File: src/rtl/core/differential_pd_fan_controller_defines.svh
// ----------------------------------------------------------------------------
// Differential PD fan controller assertion macros
// Shared concurrent assertion wrappers, clocked on clk_i.
// ----------------------------------------------------------------------------
`ifndef DIFFERENTIAL_PD_FAN_CONTROLLER_DEFINES_SVH
`define DIFFERENTIAL_PD_FAN_CONTROLLER_DEFINES_SVH

// Check outside reset.
`define PDFC_ASSERT(lbl, prop, msg) \
  lbl: assert property (@(posedge clk_i) disable iff (!rst_ni) prop) else $error(msg);

// Check on every edge, reset included.
`define PDFC_ASSERT_ALWAYS(lbl, prop, msg) \
  lbl: assert property (@(posedge clk_i) prop) else $error(msg);

`endif

File: src/rtl/core/pdfc_pkg.sv
// ----------------------------------------------------------------------------
// pdfc_pkg
// Types and constants of the differential PD fan controller.
// ----------------------------------------------------------------------------
`default_nettype none

package pdfc_pkg;

  localparam int SAMPLE_BITS  = 12;
  localparam int DUTY_BITS    = 10;
  localparam int GAIN_BITS    = 16;
  localparam int CFG_IDX_BITS = 3;

  // Configuration register indexes
  localparam logic [CFG_IDX_BITS-1:0] CFG_PROP_GAIN       = 3'd0;
  localparam logic [CFG_IDX_BITS-1:0] CFG_DERIV_RATIO     = 3'd1;
  localparam logic [CFG_IDX_BITS-1:0] CFG_DUTY_MAX        = 3'd2;
  localparam logic [CFG_IDX_BITS-1:0] CFG_LEFT_DUTY_MIN   = 3'd3;
  localparam logic [CFG_IDX_BITS-1:0] CFG_RIGHT_DUTY_MIN  = 3'd4;
  localparam logic [CFG_IDX_BITS-1:0] CFG_RIGHT_IDLE_DUTY = 3'd5;

  // Reset values
  localparam logic [GAIN_BITS-1:0] PROP_GAIN_RST       = 16'd640;
  localparam logic [GAIN_BITS-1:0] DERIV_RATIO_RST     = 16'd3328;
  localparam logic [DUTY_BITS-1:0] DUTY_MAX_RST        = 10'd800;
  localparam logic [DUTY_BITS-1:0] LEFT_DUTY_MIN_RST   = 10'd200;
  localparam logic [DUTY_BITS-1:0] RIGHT_DUTY_MIN_RST  = 10'd220;
  localparam logic [DUTY_BITS-1:0] RIGHT_IDLE_DUTY_RST = 10'd260;

  typedef enum logic [1:0] {
    SIDE_BAL   = 2'd0,
    SIDE_LEFT  = 2'd1,
    SIDE_RIGHT = 2'd2
  } side_e;

  typedef enum logic [2:0] {
    ST_IDLE,
    ST_DIFF,
    ST_MUL_D,
    ST_SUM,
    ST_MUL_P,
    ST_OUT
  } seq_state_e;

  typedef struct packed {
    logic [SAMPLE_BITS-1:0] left_distance;
    logic [SAMPLE_BITS-1:0] right_distance;
  } pd_in_t;

  typedef struct packed {
    logic [DUTY_BITS-1:0] left_duty;
    logic [DUTY_BITS-1:0] right_duty;
    logic [1:0]           active_side;
  } pd_out_t;

  typedef struct packed {
    logic [GAIN_BITS-1:0] prop_gain;
    logic [GAIN_BITS-1:0] deriv_ratio;
    logic [DUTY_BITS-1:0] duty_max;
    logic [DUTY_BITS-1:0] left_duty_min;
    logic [DUTY_BITS-1:0] right_duty_min;
    logic [DUTY_BITS-1:0] right_idle_duty;
  } cfg_t;

  typedef struct packed {
    logic load_in;
    logic calc_diff;
    logic mul_deriv;
    logic calc_mag;
    logic mul_gain;
    logic load_out;
  } ctrl_t;

  typedef struct packed {
    logic balanced;
  } status_t;

endpackage

`default_nettype wire

File: src/rtl/core/differential_pd_fan_controller.sv
// ----------------------------------------------------------------------------
// differential_pd_fan_controller
// Two-fan PD controller driven by the difference of two distance samples.
// ----------------------------------------------------------------------------
// An item is taken when the block is idle, and the next one is taken only once
// the last is loaded into the output register (equal samples skip the multiplier):
// the regulated side's duty needs two passes through one shared multiplier,
// first derivative ratio times the error change, then proportional gain times
// the combined term, each pass registered. The result waits in an output
// register, so a new item is accepted while the previous result is untaken;
// the block stalls only if a second result is ready before the first leaves.
// Configuration registers are written at any time through their own port,
// which is always ready, and must only change while no item is in flight.
`default_nettype none

module differential_pd_fan_controller import pdfc_pkg::*; #(
  parameter int GAIN_FRAC_BITS = 8
) (
  input  wire logic                    clk_i,
  input  wire logic                    rst_ni,
  input  wire logic                    in_valid_i,
  output logic                         in_ready_o,
  input  wire pd_in_t                  in_data_i,
  output logic                         out_valid_o,
  input  wire logic                    out_ready_i,
  output pd_out_t                      out_data_o,
  input  wire logic                    cfg_valid_i,
  output logic                         cfg_ready_o,
  input  wire logic [CFG_IDX_BITS-1:0] cfg_index_i,
  input  wire logic [GAIN_BITS-1:0]    cfg_data_i
);

  cfg_t    cfg;
  ctrl_t   ctrl;
  status_t status;

  pdfc_cfg u_cfg (
    .clk_i       (clk_i),
    .rst_ni      (rst_ni),
    .cfg_valid_i (cfg_valid_i),
    .cfg_ready_o (cfg_ready_o),
    .cfg_index_i (cfg_index_i),
    .cfg_data_i  (cfg_data_i),
    .cfg_o       (cfg)
  );

  pdfc_seq u_seq (
    .clk_i       (clk_i),
    .rst_ni      (rst_ni),
    .in_valid_i  (in_valid_i),
    .in_ready_o  (in_ready_o),
    .out_valid_o (out_valid_o),
    .out_ready_i (out_ready_i),
    .status_i    (status),
    .ctrl_o      (ctrl)
  );

  pdfc_dp #(
    .GAIN_FRAC_BITS (GAIN_FRAC_BITS)
  ) u_dp (
    .clk_i      (clk_i),
    .rst_ni     (rst_ni),
    .ctrl_i     (ctrl),
    .cfg_i      (cfg),
    .in_data_i  (in_data_i),
    .status_o   (status),
    .out_data_o (out_data_o)
  );

endmodule

`default_nettype wire

File: src/rtl/core/pdfc_cfg.sv
// ----------------------------------------------------------------------------
// pdfc_cfg
// Configuration register file, written through a valid/ready port.
// ----------------------------------------------------------------------------
`default_nettype none

module pdfc_cfg import pdfc_pkg::*; (
  input  wire logic                    clk_i,
  input  wire logic                    rst_ni,
  input  wire logic                    cfg_valid_i,
  output logic                         cfg_ready_o,
  input  wire logic [CFG_IDX_BITS-1:0] cfg_index_i,
  input  wire logic [GAIN_BITS-1:0]    cfg_data_i,
  output cfg_t                         cfg_o
);

  cfg_t cfg_q, cfg_d;

  assign cfg_ready_o = 1'b1;

  always_comb begin
    cfg_d = cfg_q;
    if (cfg_valid_i) begin
      case (cfg_index_i)
        CFG_PROP_GAIN:       cfg_d.prop_gain       = cfg_data_i;
        CFG_DERIV_RATIO:     cfg_d.deriv_ratio     = cfg_data_i;
        CFG_DUTY_MAX:        cfg_d.duty_max        = cfg_data_i[DUTY_BITS-1:0];
        CFG_LEFT_DUTY_MIN:   cfg_d.left_duty_min   = cfg_data_i[DUTY_BITS-1:0];
        CFG_RIGHT_DUTY_MIN:  cfg_d.right_duty_min  = cfg_data_i[DUTY_BITS-1:0];
        CFG_RIGHT_IDLE_DUTY: cfg_d.right_idle_duty = cfg_data_i[DUTY_BITS-1:0];
        default:             cfg_d = cfg_q;  // drop unknown index
      endcase
    end
  end

  always_ff @(posedge clk_i or negedge rst_ni) begin
    if (!rst_ni) begin
      cfg_q.prop_gain       <= PROP_GAIN_RST;
      cfg_q.deriv_ratio     <= DERIV_RATIO_RST;
      cfg_q.duty_max        <= DUTY_MAX_RST;
      cfg_q.left_duty_min   <= LEFT_DUTY_MIN_RST;
      cfg_q.right_duty_min  <= RIGHT_DUTY_MIN_RST;
      cfg_q.right_idle_duty <= RIGHT_IDLE_DUTY_RST;
    end else begin
      cfg_q <= cfg_d;
    end
  end

  assign cfg_o = cfg_q;

endmodule

`default_nettype wire

File: src/rtl/core/pdfc_mul.sv
// ----------------------------------------------------------------------------
// pdfc_mul
// Shared unsigned multiplier with a registered product.
// ----------------------------------------------------------------------------
`default_nettype none

module pdfc_mul #(
  parameter int A_W = 29,
  parameter int B_W = 16
) (
  input  wire logic               clk_i,
  input  wire logic               en_i,
  input  wire logic [A_W-1:0]     a_i,
  input  wire logic [B_W-1:0]     b_i,
  output logic      [A_W+B_W-1:0] p_o
);

  logic [A_W+B_W-1:0] p_q, p_d;

  always_comb begin
    p_d = p_q;
    if (en_i) begin
      p_d = (A_W+B_W)'(a_i) * (A_W+B_W)'(b_i);
    end
  end

  always_ff @(posedge clk_i) begin
    p_q <= p_d;
  end

  assign p_o = p_q;

endmodule

`default_nettype wire

File: src/rtl/core/pdfc_seq.sv
// ----------------------------------------------------------------------------
// pdfc_seq
// Sequencer: steps one item through the shared multiplier and owns the
// handshake control.
// ----------------------------------------------------------------------------
`default_nettype none
`include "differential_pd_fan_controller_defines.svh"

module pdfc_seq import pdfc_pkg::*; (
  input  wire logic    clk_i,
  input  wire logic    rst_ni,
  input  wire logic    in_valid_i,
  output logic         in_ready_o,
  output logic         out_valid_o,
  input  wire logic    out_ready_i,
  input  wire status_t status_i,
  output ctrl_t        ctrl_o
);

  seq_state_e state_q, state_d;
  logic       out_valid_q, out_valid_d;
  logic       slot_free;

  assign slot_free  = !out_valid_q || out_ready_i;
  assign in_ready_o = (state_q == ST_IDLE);

  always_comb begin
    state_d = state_q;
    ctrl_o  = '0;
    case (state_q)
      ST_IDLE: begin
        if (in_valid_i) begin
          ctrl_o.load_in = 1'b1;
          state_d        = ST_DIFF;
        end
      end
      ST_DIFF: begin
        ctrl_o.calc_diff = 1'b1;
        state_d          = status_i.balanced ? ST_OUT : ST_MUL_D;
      end
      ST_MUL_D: begin
        ctrl_o.mul_deriv = 1'b1;
        state_d          = ST_SUM;
      end
      ST_SUM: begin
        ctrl_o.calc_mag = 1'b1;
        state_d         = ST_MUL_P;
      end
      ST_MUL_P: begin
        ctrl_o.mul_gain = 1'b1;
        state_d         = ST_OUT;
      end
      ST_OUT: begin
        // hold until the output register is free
        if (slot_free) begin
          ctrl_o.load_out = 1'b1;
          state_d         = ST_IDLE;
        end
      end
      default: state_d = ST_IDLE;
    endcase
  end

  always_comb begin
    out_valid_d = out_valid_q;
    if (ctrl_o.load_out) begin
      out_valid_d = 1'b1;
    end else if (out_ready_i) begin
      out_valid_d = 1'b0;
    end
  end

  always_ff @(posedge clk_i or negedge rst_ni) begin
    if (!rst_ni) begin
      state_q     <= ST_IDLE;
      out_valid_q <= 1'b0;
    end else begin
      state_q     <= state_d;
      out_valid_q <= out_valid_d;
    end
  end

  assign out_valid_o = out_valid_q;

  `PDFC_ASSERT(a_load_needs_slot, ctrl_o.load_out |-> (!out_valid_q || out_ready_i), "result loaded over an untaken item")
  `PDFC_ASSERT(a_load_sets_valid, ctrl_o.load_out |=> out_valid_q, "loaded result not presented")
  `PDFC_ASSERT(a_accept_starts, (in_valid_i && in_ready_o) |=> (state_q == ST_DIFF && !in_ready_o), "accepted item did not start")

endmodule

`default_nettype wire

File: src/rtl/core/pdfc_dp.sv
// ----------------------------------------------------------------------------
// pdfc_dp
// Datapath: error and derivative, the two passes through the shared
// multiplier, sign handling, clamping and the output register.
// ----------------------------------------------------------------------------
`default_nettype none
`include "differential_pd_fan_controller_defines.svh"

module pdfc_dp import pdfc_pkg::*; #(
  parameter int GAIN_FRAC_BITS = 8
) (
  input  wire logic    clk_i,
  input  wire logic    rst_ni,
  input  wire ctrl_t   ctrl_i,
  input  wire cfg_t    cfg_i,
  input  wire pd_in_t  in_data_i,
  output status_t      status_o,
  output pd_out_t      out_data_o
);

  localparam int BASE_W = SAMPLE_BITS + GAIN_FRAC_BITS;
  localparam int DER_W  = SAMPLE_BITS + GAIN_BITS;
  localparam int MAG_W  = ((BASE_W > DER_W) ? BASE_W : DER_W) + 1;
  localparam int PROD_W = MAG_W + GAIN_BITS;
  localparam int SH_W   = PROD_W - 2 * GAIN_FRAC_BITS;

  logic [SAMPLE_BITS-1:0] l_q, r_q, e_q, d_mag_q;
  logic [SAMPLE_BITS-1:0] prev_left_q, prev_right_q;
  logic                   d_neg_q, neg_q;
  side_e                  side_q;
  logic [MAG_W-1:0]       mag_q;
  pd_out_t                out_q;

  // error and derivative
  logic                   gt, lt;
  logic [SAMPLE_BITS-1:0] err, prev_sel, d_abs;
  logic [SAMPLE_BITS:0]   d_full, d_negd;
  side_e                  side_d;

  assign gt       = l_q > r_q;
  assign lt       = r_q > l_q;
  assign err      = gt ? (l_q - r_q) : (r_q - l_q);
  assign prev_sel = gt ? prev_left_q : prev_right_q;
  assign d_full   = {1'b0, err} - {1'b0, prev_sel};
  assign d_negd   = '0 - d_full;
  assign d_abs    = d_full[SAMPLE_BITS] ? d_negd[SAMPLE_BITS-1:0] : d_full[SAMPLE_BITS-1:0];
  assign side_d   = gt ? SIDE_LEFT : (lt ? SIDE_RIGHT : SIDE_BAL);

  assign status_o.balanced = (l_q == r_q);

  // shared multiplier
  logic [MAG_W-1:0]     mul_a;
  logic [GAIN_BITS-1:0] mul_b;
  logic [PROD_W-1:0]    prod;

  assign mul_a = ctrl_i.mul_gain ? mag_q : MAG_W'(d_mag_q);
  assign mul_b = ctrl_i.mul_gain ? cfg_i.prop_gain : cfg_i.deriv_ratio;

  pdfc_mul #(
    .A_W (MAG_W),
    .B_W (GAIN_BITS)
  ) u_mul (
    .clk_i (clk_i),
    .en_i  (ctrl_i.mul_deriv || ctrl_i.mul_gain),
    .a_i   (mul_a),
    .b_i   (mul_b),
    .p_o   (prod)
  );

  // inner term: (e << frac) +/- ratio * |d|, split into sign and magnitude
  logic [MAG_W-1:0] base, der;
  logic [MAG_W:0]   sum, sum_negd;
  logic [MAG_W-1:0] mag_d;

  assign base     = MAG_W'(e_q) << GAIN_FRAC_BITS;
  assign der      = prod[MAG_W-1:0];
  assign sum      = d_neg_q ? ({1'b0, base} - {1'b0, der}) : ({1'b0, base} + {1'b0, der});
  assign sum_negd = '0 - sum;
  assign mag_d    = sum[MAG_W] ? sum_negd[MAG_W-1:0] : sum[MAG_W-1:0];

  // scale back and clamp: upper first, then lower
  logic [SH_W-1:0]      shifted;
  logic [DUTY_BITS-1:0] dmin, capped, duty;
  pd_out_t              out_d;

  assign shifted = prod[PROD_W-1:2*GAIN_FRAC_BITS];
  assign dmin    = (side_q == SIDE_LEFT) ? cfg_i.left_duty_min : cfg_i.right_duty_min;
  assign capped  = (shifted > SH_W'(cfg_i.duty_max)) ? cfg_i.duty_max
                                                     : shifted[DUTY_BITS-1:0];
  assign duty    = (neg_q || capped < dmin) ? dmin : capped;

  always_comb begin
    out_d.active_side = side_q;
    case (side_q)
      SIDE_LEFT: begin
        out_d.left_duty  = duty;
        out_d.right_duty = cfg_i.right_idle_duty;
      end
      SIDE_RIGHT: begin
        out_d.left_duty  = '0;
        out_d.right_duty = duty;
      end
      default: begin
        out_d.left_duty  = '0;
        out_d.right_duty = cfg_i.right_idle_duty;
      end
    endcase
  end

  always_ff @(posedge clk_i) begin
    if (ctrl_i.load_in) begin
      l_q <= in_data_i.left_distance;
      r_q <= in_data_i.right_distance;
    end
    if (ctrl_i.calc_diff) begin
      e_q     <= err;
      d_mag_q <= d_abs;
      d_neg_q <= d_full[SAMPLE_BITS];
      side_q  <= side_d;
      neg_q   <= 1'b0;
    end
    if (ctrl_i.calc_mag) begin
      mag_q <= mag_d;
      neg_q <= sum[MAG_W];
    end
    if (ctrl_i.load_out) begin
      out_q <= out_d;
    end
  end

  always_ff @(posedge clk_i or negedge rst_ni) begin
    if (!rst_ni) begin
      prev_left_q  <= '0;
      prev_right_q <= '0;
    end else if (ctrl_i.load_out) begin
      if (side_q == SIDE_LEFT) begin
        prev_left_q <= e_q;
      end
      if (side_q == SIDE_RIGHT) begin
        prev_right_q <= e_q;
      end
    end
  end

  assign out_data_o = out_q;

  `PDFC_ASSERT(a_left_floor, (ctrl_i.load_out && side_q == SIDE_LEFT) |=> (out_q.left_duty >= $past(cfg_i.left_duty_min)), "left duty below its minimum")
  `PDFC_ASSERT(a_right_floor, (ctrl_i.load_out && side_q == SIDE_RIGHT) |=> (out_q.right_duty >= $past(cfg_i.right_duty_min) && out_q.left_duty == '0), "right result malformed")
  `PDFC_ASSERT_ALWAYS(a_bal_keeps_prev, (rst_ni && ctrl_i.load_out && side_q == SIDE_BAL) |=> ($stable(prev_left_q) && $stable(prev_right_q)), "balanced item changed history")

endmodule

`default_nettype wire

File: config.mk
export PLATFORM = sky130hd
export DESIGN_NAME = differential_pd_fan_controller
export DESIGN_NICKNAME = d
export VERILOG_FILES = /design/src/rtl/core/pdfc_pkg.sv /design/src/rtl/core/differential_pd_fan_controller.sv /design/src/rtl/core/pdfc_cfg.sv /design/src/rtl/core/pdfc_mul.sv /design/src/rtl/core/pdfc_seq.sv /design/src/rtl/core/pdfc_dp.sv
export VERILOG_INCLUDE_DIRS = /design/src /design/src/rtl/core
export SDC_FILE = /design/constraint.sdc
export NUM_CORES = 2
export LEC_CHECK = 0
export BUFFER_PORTS_ARGS = -buffer_cell sky130_fd_sc_hd__buf_4
export CORE_MARGIN = 4
export CORE_UTILIZATION = 60
export CTS_CLUSTER_SIZE = 16
export DETAILED_ROUTE_END_ITERATION = 7
export PLACE_DENSITY = 0.81
export SLEW_MARGIN = 15
export SYNTH_ARGS = -nofsm -noshare
export SYNTH_HDL_FRONTEND = slang
export SYNTH_HIERARCHICAL = 1
export SYNTH_SLANG_ARGS = --single-unit
File: constraint.sdc
create_clock -name clk_i -period 10.2 [get_ports clk_i]
set_input_delay 1.02 -clock clk_i [delete_from_list [all_inputs] [get_ports clk_i]]
set_output_delay 1.02 -clock clk_i [all_outputs]
set_load 0.01 [all_outputs]
Yosys cells after proc, flatten, opt, wreduce, memory -nomap -nowiden. Cells that the tools add are included.

$add $sub $neg: 7. Equal/unequal tests: 15. $mul: 1. Muxes and demuxes: 28. Order comparisons: 4. Reductions and logical operators: 17.

Operators by type and width (count): 2-to-1 mux 29 bit (2); multiplier 29 x 16 -> 45 bit (1); case mux 20 bit (2 select lines) (1); 2-to-1 mux 12 bit (3); adder 20 x 29 -> 30 bit (1); 2-to-1 mux 10 bit (3); 2-to-1 mux 30 bit (1); subtractor 20 x 29 -> 30 bit (1); > comparator 29 x 10 -> 1 bit (1); subtractor 1 x 29 -> 29 bit (first input constant) (1); > comparator 12 bit (2); subtractor 12 bit (2); case mux 3 bit (6 select lines) (1); AND reduction 2 bit (9); 2-to-1 mux 16 bit (1); subtractor 12 x 12 -> 13 bit (1); equality test 12 bit (1); equality test 3 x 2 -> 1 bit (second input constant) (4); equality test 3 bit (second input constant) (4); 2-to-1 mux 1 bit (12); subtractor 1 x 12 -> 12 bit (first input constant) (1); less-than comparator 10 bit (1); 2-to-1 mux 3 bit (3); equality test 3 x 1 -> 1 bit (second input constant) (2); other kinds (9) (13).

Bits in registers: 248. Input bits: 48. Word-level logic and storage cells: 94.

Logic depth before layout (Yosys ltp).
Depth after elaboration: 6. Gate-level depth with buffers: 29. Depth with buffers taken out: 24.

Hierarchy. The synthesis kept the hierarchy.

Modules (own cells, without submodules): pdfc_mul (area each 16057.9 µm², cells each 1743, times used 1); pdfc_dp (area each 10401.2 µm², cells each 1059, times used 1); pdfc_cfg (area each 2765.2 µm², cells each 159, times used 1); pdfc_seq (area each 282.8 µm², cells each 30, times used 1).

Worst setup path after synthesis. No wires, ideal clock.

Path type: reg2reg. Start point: reg u_seq.state_q[1]. End point: reg u_dp.u_mul.p_q[41] (netlist: u_dp/u_mul/p_o[41]) (data pin). Setup time: 269 ps. Buffers on the path: 5. Stages on the path, launching flop included: 27. Period minus slack after synthesis: 7591 ps. Setup slack: 2609 ps. Arrival time: 7322 ps. Cell sequence: dfrtp_1 > buf_2 > nor3b_1 > clkbuf_1 > buf_1 > mux2_2 > clkbuf_1 > clkbuf_1 > nand2_1 > fa_1 > fa_1 > fa_1 > inv_1 > fa_1 > fa_1 > inv_1 > fa_1 > inv_1 > ha_1 > a2111o_1 > or2_1 > o2111ai_2 > o2111a_1 > o221ai_2 > o22ai_2 > o31ai_1 > xor2_1.

RTL lines: from (decl) (RTL line pdfc_seq.sv:20) `seq_state_e state_q, state_d;`; from (signal assigned) (RTL line pdfc_seq.sv:78) `state_q <= state_d;`; to (signal assigned) (RTL line pdfc_mul.sv:28) `p_q <= p_d;`; to (decl) (RTL line pdfc_mul.sv:18) `logic [A_W+B_W-1:0] p_q, p_d;`.

==> impl_metrics.json <==
{
  "status": "completed",
  "htree_num_levels": 1,
  "synth_edf_count": 148,
  "die-area_sq_mm": 0.0528,
  "grt_pass1_vias": 23500,
  "synthesis.nets": 3620,
  "cts_resized": 0,
  "fin_ws_ns": 2.06,
  "grt_busiest_layer": "met2",
  "use_met3_pct": 4.61,
  "critPathMaxFanout": 46,
  "netlist.area_leader.share_pct": 25.8,
  "clk_pin_slew_worst_paths_ns": 0.06,
  "cts_tree": "built",
  "yosys.area.top_type": "fa_1",
  "cts_sinks": 248,
  "finalClockSkew_ns": 0.0141,
  "worst_setup_path_start_kind": "flip-flop",
  "die_h_um": 230,
  "die_w_um": 230,
  "io_pins": 73,
  "overflow": 0,
  "vias": 21800,
  "fin_crit_ns": 8.14,
  "max_slew_margin_pct": 25.1,
  "multiInputGateArea_sq_mm": 0.0202,
  "instances_no_fill": 3642,
  "syn_area_per_cell_sq_um": 9.87,
  "fin_tns_setup_ns": 0,
  "required_ns": 10.51,
  "dp_hpwl_mm": 57.4,
  "track_usage_pct": 28.6,
  "clock_path_buffers": 3,
  "areaGrowthSynthToFinish_pct": 6.38,
  "post-place-ws_ns": 2.15,
  "clkLatencyLatePin_ns": 0.56,
  "core_sq_mm": 0.0487,
  "dr.pass1.iters": 6,
  "drc": 0,
  "yosysUniqueCellTypes": 96,
  "antenna_found_initial": 2,
  "n_fill_cell": 3834,
  "ctsHoldBuffers": 0,
  "gp_congestion": 0.964,
  "port_buffers": 71,
  "synthTopCellsByCount": "inv_1, fa_1, nand2_1, and2_1, ha_1",
  "maxSlewViolCount": 0,
  "setup-violations-final": 0,
  "post-synth-top-count-cell": "inv_1",
  "holdWs_ns": 0.386,
  "nets": 3584,
  "first_iter_violations": 1825,
  "initial_core_util_pct": 60.5,
  "maxCapViolations": 0,
  "drive_gt1_share_pct": 11.0,
  "rows": 81,
  "fin_crit_sh_pct": 79.8,
  "cts_setup_buffers": 0,
  "synth_area_leaders": "fa_1, edfxtp_1, ha_1, dfrtp_1, inv_1",
  "hold_path_class": "primary input to async pin",
  "grt_pass1_wl_mm": 122,
  "grt_max_degree": 73,
  "hold_viol": 0,
  "gr-usage-met1_pct": 37.5,
  "crit_path_end_kind": "flip-flop",
  "wire_per_inst_um": 20.6,
  "synth_flop_cell": "edfxtp_1",
  "numPlacedInstances": 3589,
  "rsz0062_at_grt": "no",
  "finalWirelength_mm": 74.9,
  "synth-seq-area-share_pct": 23.6,
  "cts_buffers": 28,
  "ant_nets": 0,
  "arrival_ns": 8.44,
  "met2_usage_pct": 48.4,
  "viasPerCell": 6.00,
  "synth_cells": 2991,
  "fmaxAchievable_mhz": 123,
  "yosysWarnings": 6,
  "worst-setup-path-type": "flip-flop to flip-flop",
  "syn-cell-area_sq_mm": 0.0295,
  "worst_pin_slew_ns": 1.12,
  "async_reset_ff_share_pct": 40.3,
  "cts_root_buf": "clkbuf_16",
  "seq_area_sq_mm": 0.00697,
  "synth-seq-cells": 248
}
layout make-up:
| class | instances | area share, % |
|---|---|---|
| multi-input cells | 2110 | 64.2 |
| inverters | 485 | 5.80 |
| repair buffers | 82 | 1.96 |
| well taps | 664 | 2.65 |
| flip-flops and latches | 248 | 22.2 |
| clock buffers | 44 | 2.96 |
| clock inverters | 8 | 0.175 |
| diodes | 1 | 0.00797 |
metal layers:
| metal | vias to the layer above | wire, um |
|---|---|---|
| li1 | 9658 | - |
| met1 | 11000 | 29800 |
| met2 | 998 | 36400 |
| met3 | 213 | 6070 |
| met4 | 0 | 2650 |
| met5 | - | 0 |
worst max-delay path, stage by stage, from the launching register on:
cell and delay, ns:
dfrtp_1 0.58, nor3b_2 0.23, buf_4 0.46, and2_1 0.90
nand2_1 0.21, fa_1 0.57, fa_1 0.51, fa_1 0.51
inv_1 0.05, fa_1 0.49, fa_1 0.49, inv_1 0.05
fa_1 0.52, inv_1 0.06, ha_1 0.42, a21oi_1 0.10
o21ai_0 0.37, nand3_1 0.16, a31oi_1 0.22, o21ai_2 0.17
o311ai_2 0.44, a21oi_1 0.15, xnor2_1 0.15
cells in the final DEF (no fill, tap or decap), drive strengths merged, types with 11 or more instances in the layout:
master    n
nand3b   17
nand2   347
edfxtp  148
o31ai    13
nand3    34
dfrtp    82
a32o     11
o21bai   25
buf      82
a31oi    21
a21oi    92
inv     488
dfstp    18
nor2     69
o211a    12
o21a     11
nand4    24
xnor2    79
mux2    130
clkbuf   44
nand2b   11
nor2b    21
and3     14
mux2i    39
ha      201
o21ai    76
nor3     30
a21o     41
nor4     14
xor2     39
o211ai   16
and2    226
or2      11
fa      380
through the flow:
step | area [sq um] | util (%)
floorplan | 29500 | -
global placement | 30400 | 62.4
detailed placement | 30400 | 62.4
CTS | 31400 | 64.4
global route | 31400 | 64.4
finish | 31400 | 64.4
kinds of logic after synthesis:
group                    after synthesis  share of synthesized area (%)
buffers and inverters                633                           8.24
flip-flops                           248                           23.6
XOR/XNOR                             118                           3.50
AND/OR/NAND/NOR                      855                           14.9
other                                  1                         0.0127
AO/OA/AOI/OAI                        386                           9.15
adder cells (fa/ha/maj)              581                           34.3
multiplexers                         169                           6.28
sequential cells by signal, summed over array words and instances, names as in the netlist:
name               cells
u_dp/d_mag_q          12
u_dp/d_neg_q           1
u_dp/prev_left_q      12
u_dp/u_mul/p_o        45
u_seq/out_valid_o      1
u_dp/prev_right_q     12
u_seq/state_q          3
u_dp/r_q              12
u_dp/out_data_o       22
u_dp/l_q              12
u_cfg/cfg_o           72
u_dp/side_q            2
u_dp/neg_q             1
u_dp/mag_q            29
u_dp/e_q              12
worst paths after layout:
path,slack [ns],cells after the start,from,to
min in group clk_i,0.50,1,u_dp/prev_right_q[4]$_DFFE_PN0P_,u_dp/prev_right_q[4]$_DFFE_PN0P_
worst max register to register,2.06,22,u_seq/state_q[2]$_DFFE_PN0P_,u_dp/u_mul/p_o[38]$_DFFE_PP_
worst min register to register,0.50,1,u_dp/prev_right_q[4]$_DFFE_PN0P_,u_dp/prev_right_q[4]$_DFFE_PN0P_
worst min-delay path,0.39,1,rst_ni,u_seq/state_q[2]$_DFFE_PN0P_
worst max-delay path,2.06,22,u_seq/state_q[2]$_DFFE_PN0P_,u_dp/u_mul/p_o[38]$_DFFE_PP_
max in group asynchronous,8.55,2,rst_ni,u_cfg/cfg_o[56]$_DFFE_PN0P_
Power is left out: the tool's default activity adds up to more than one toggle a clock period on the data nets, which glitch-free logic cannot reach.
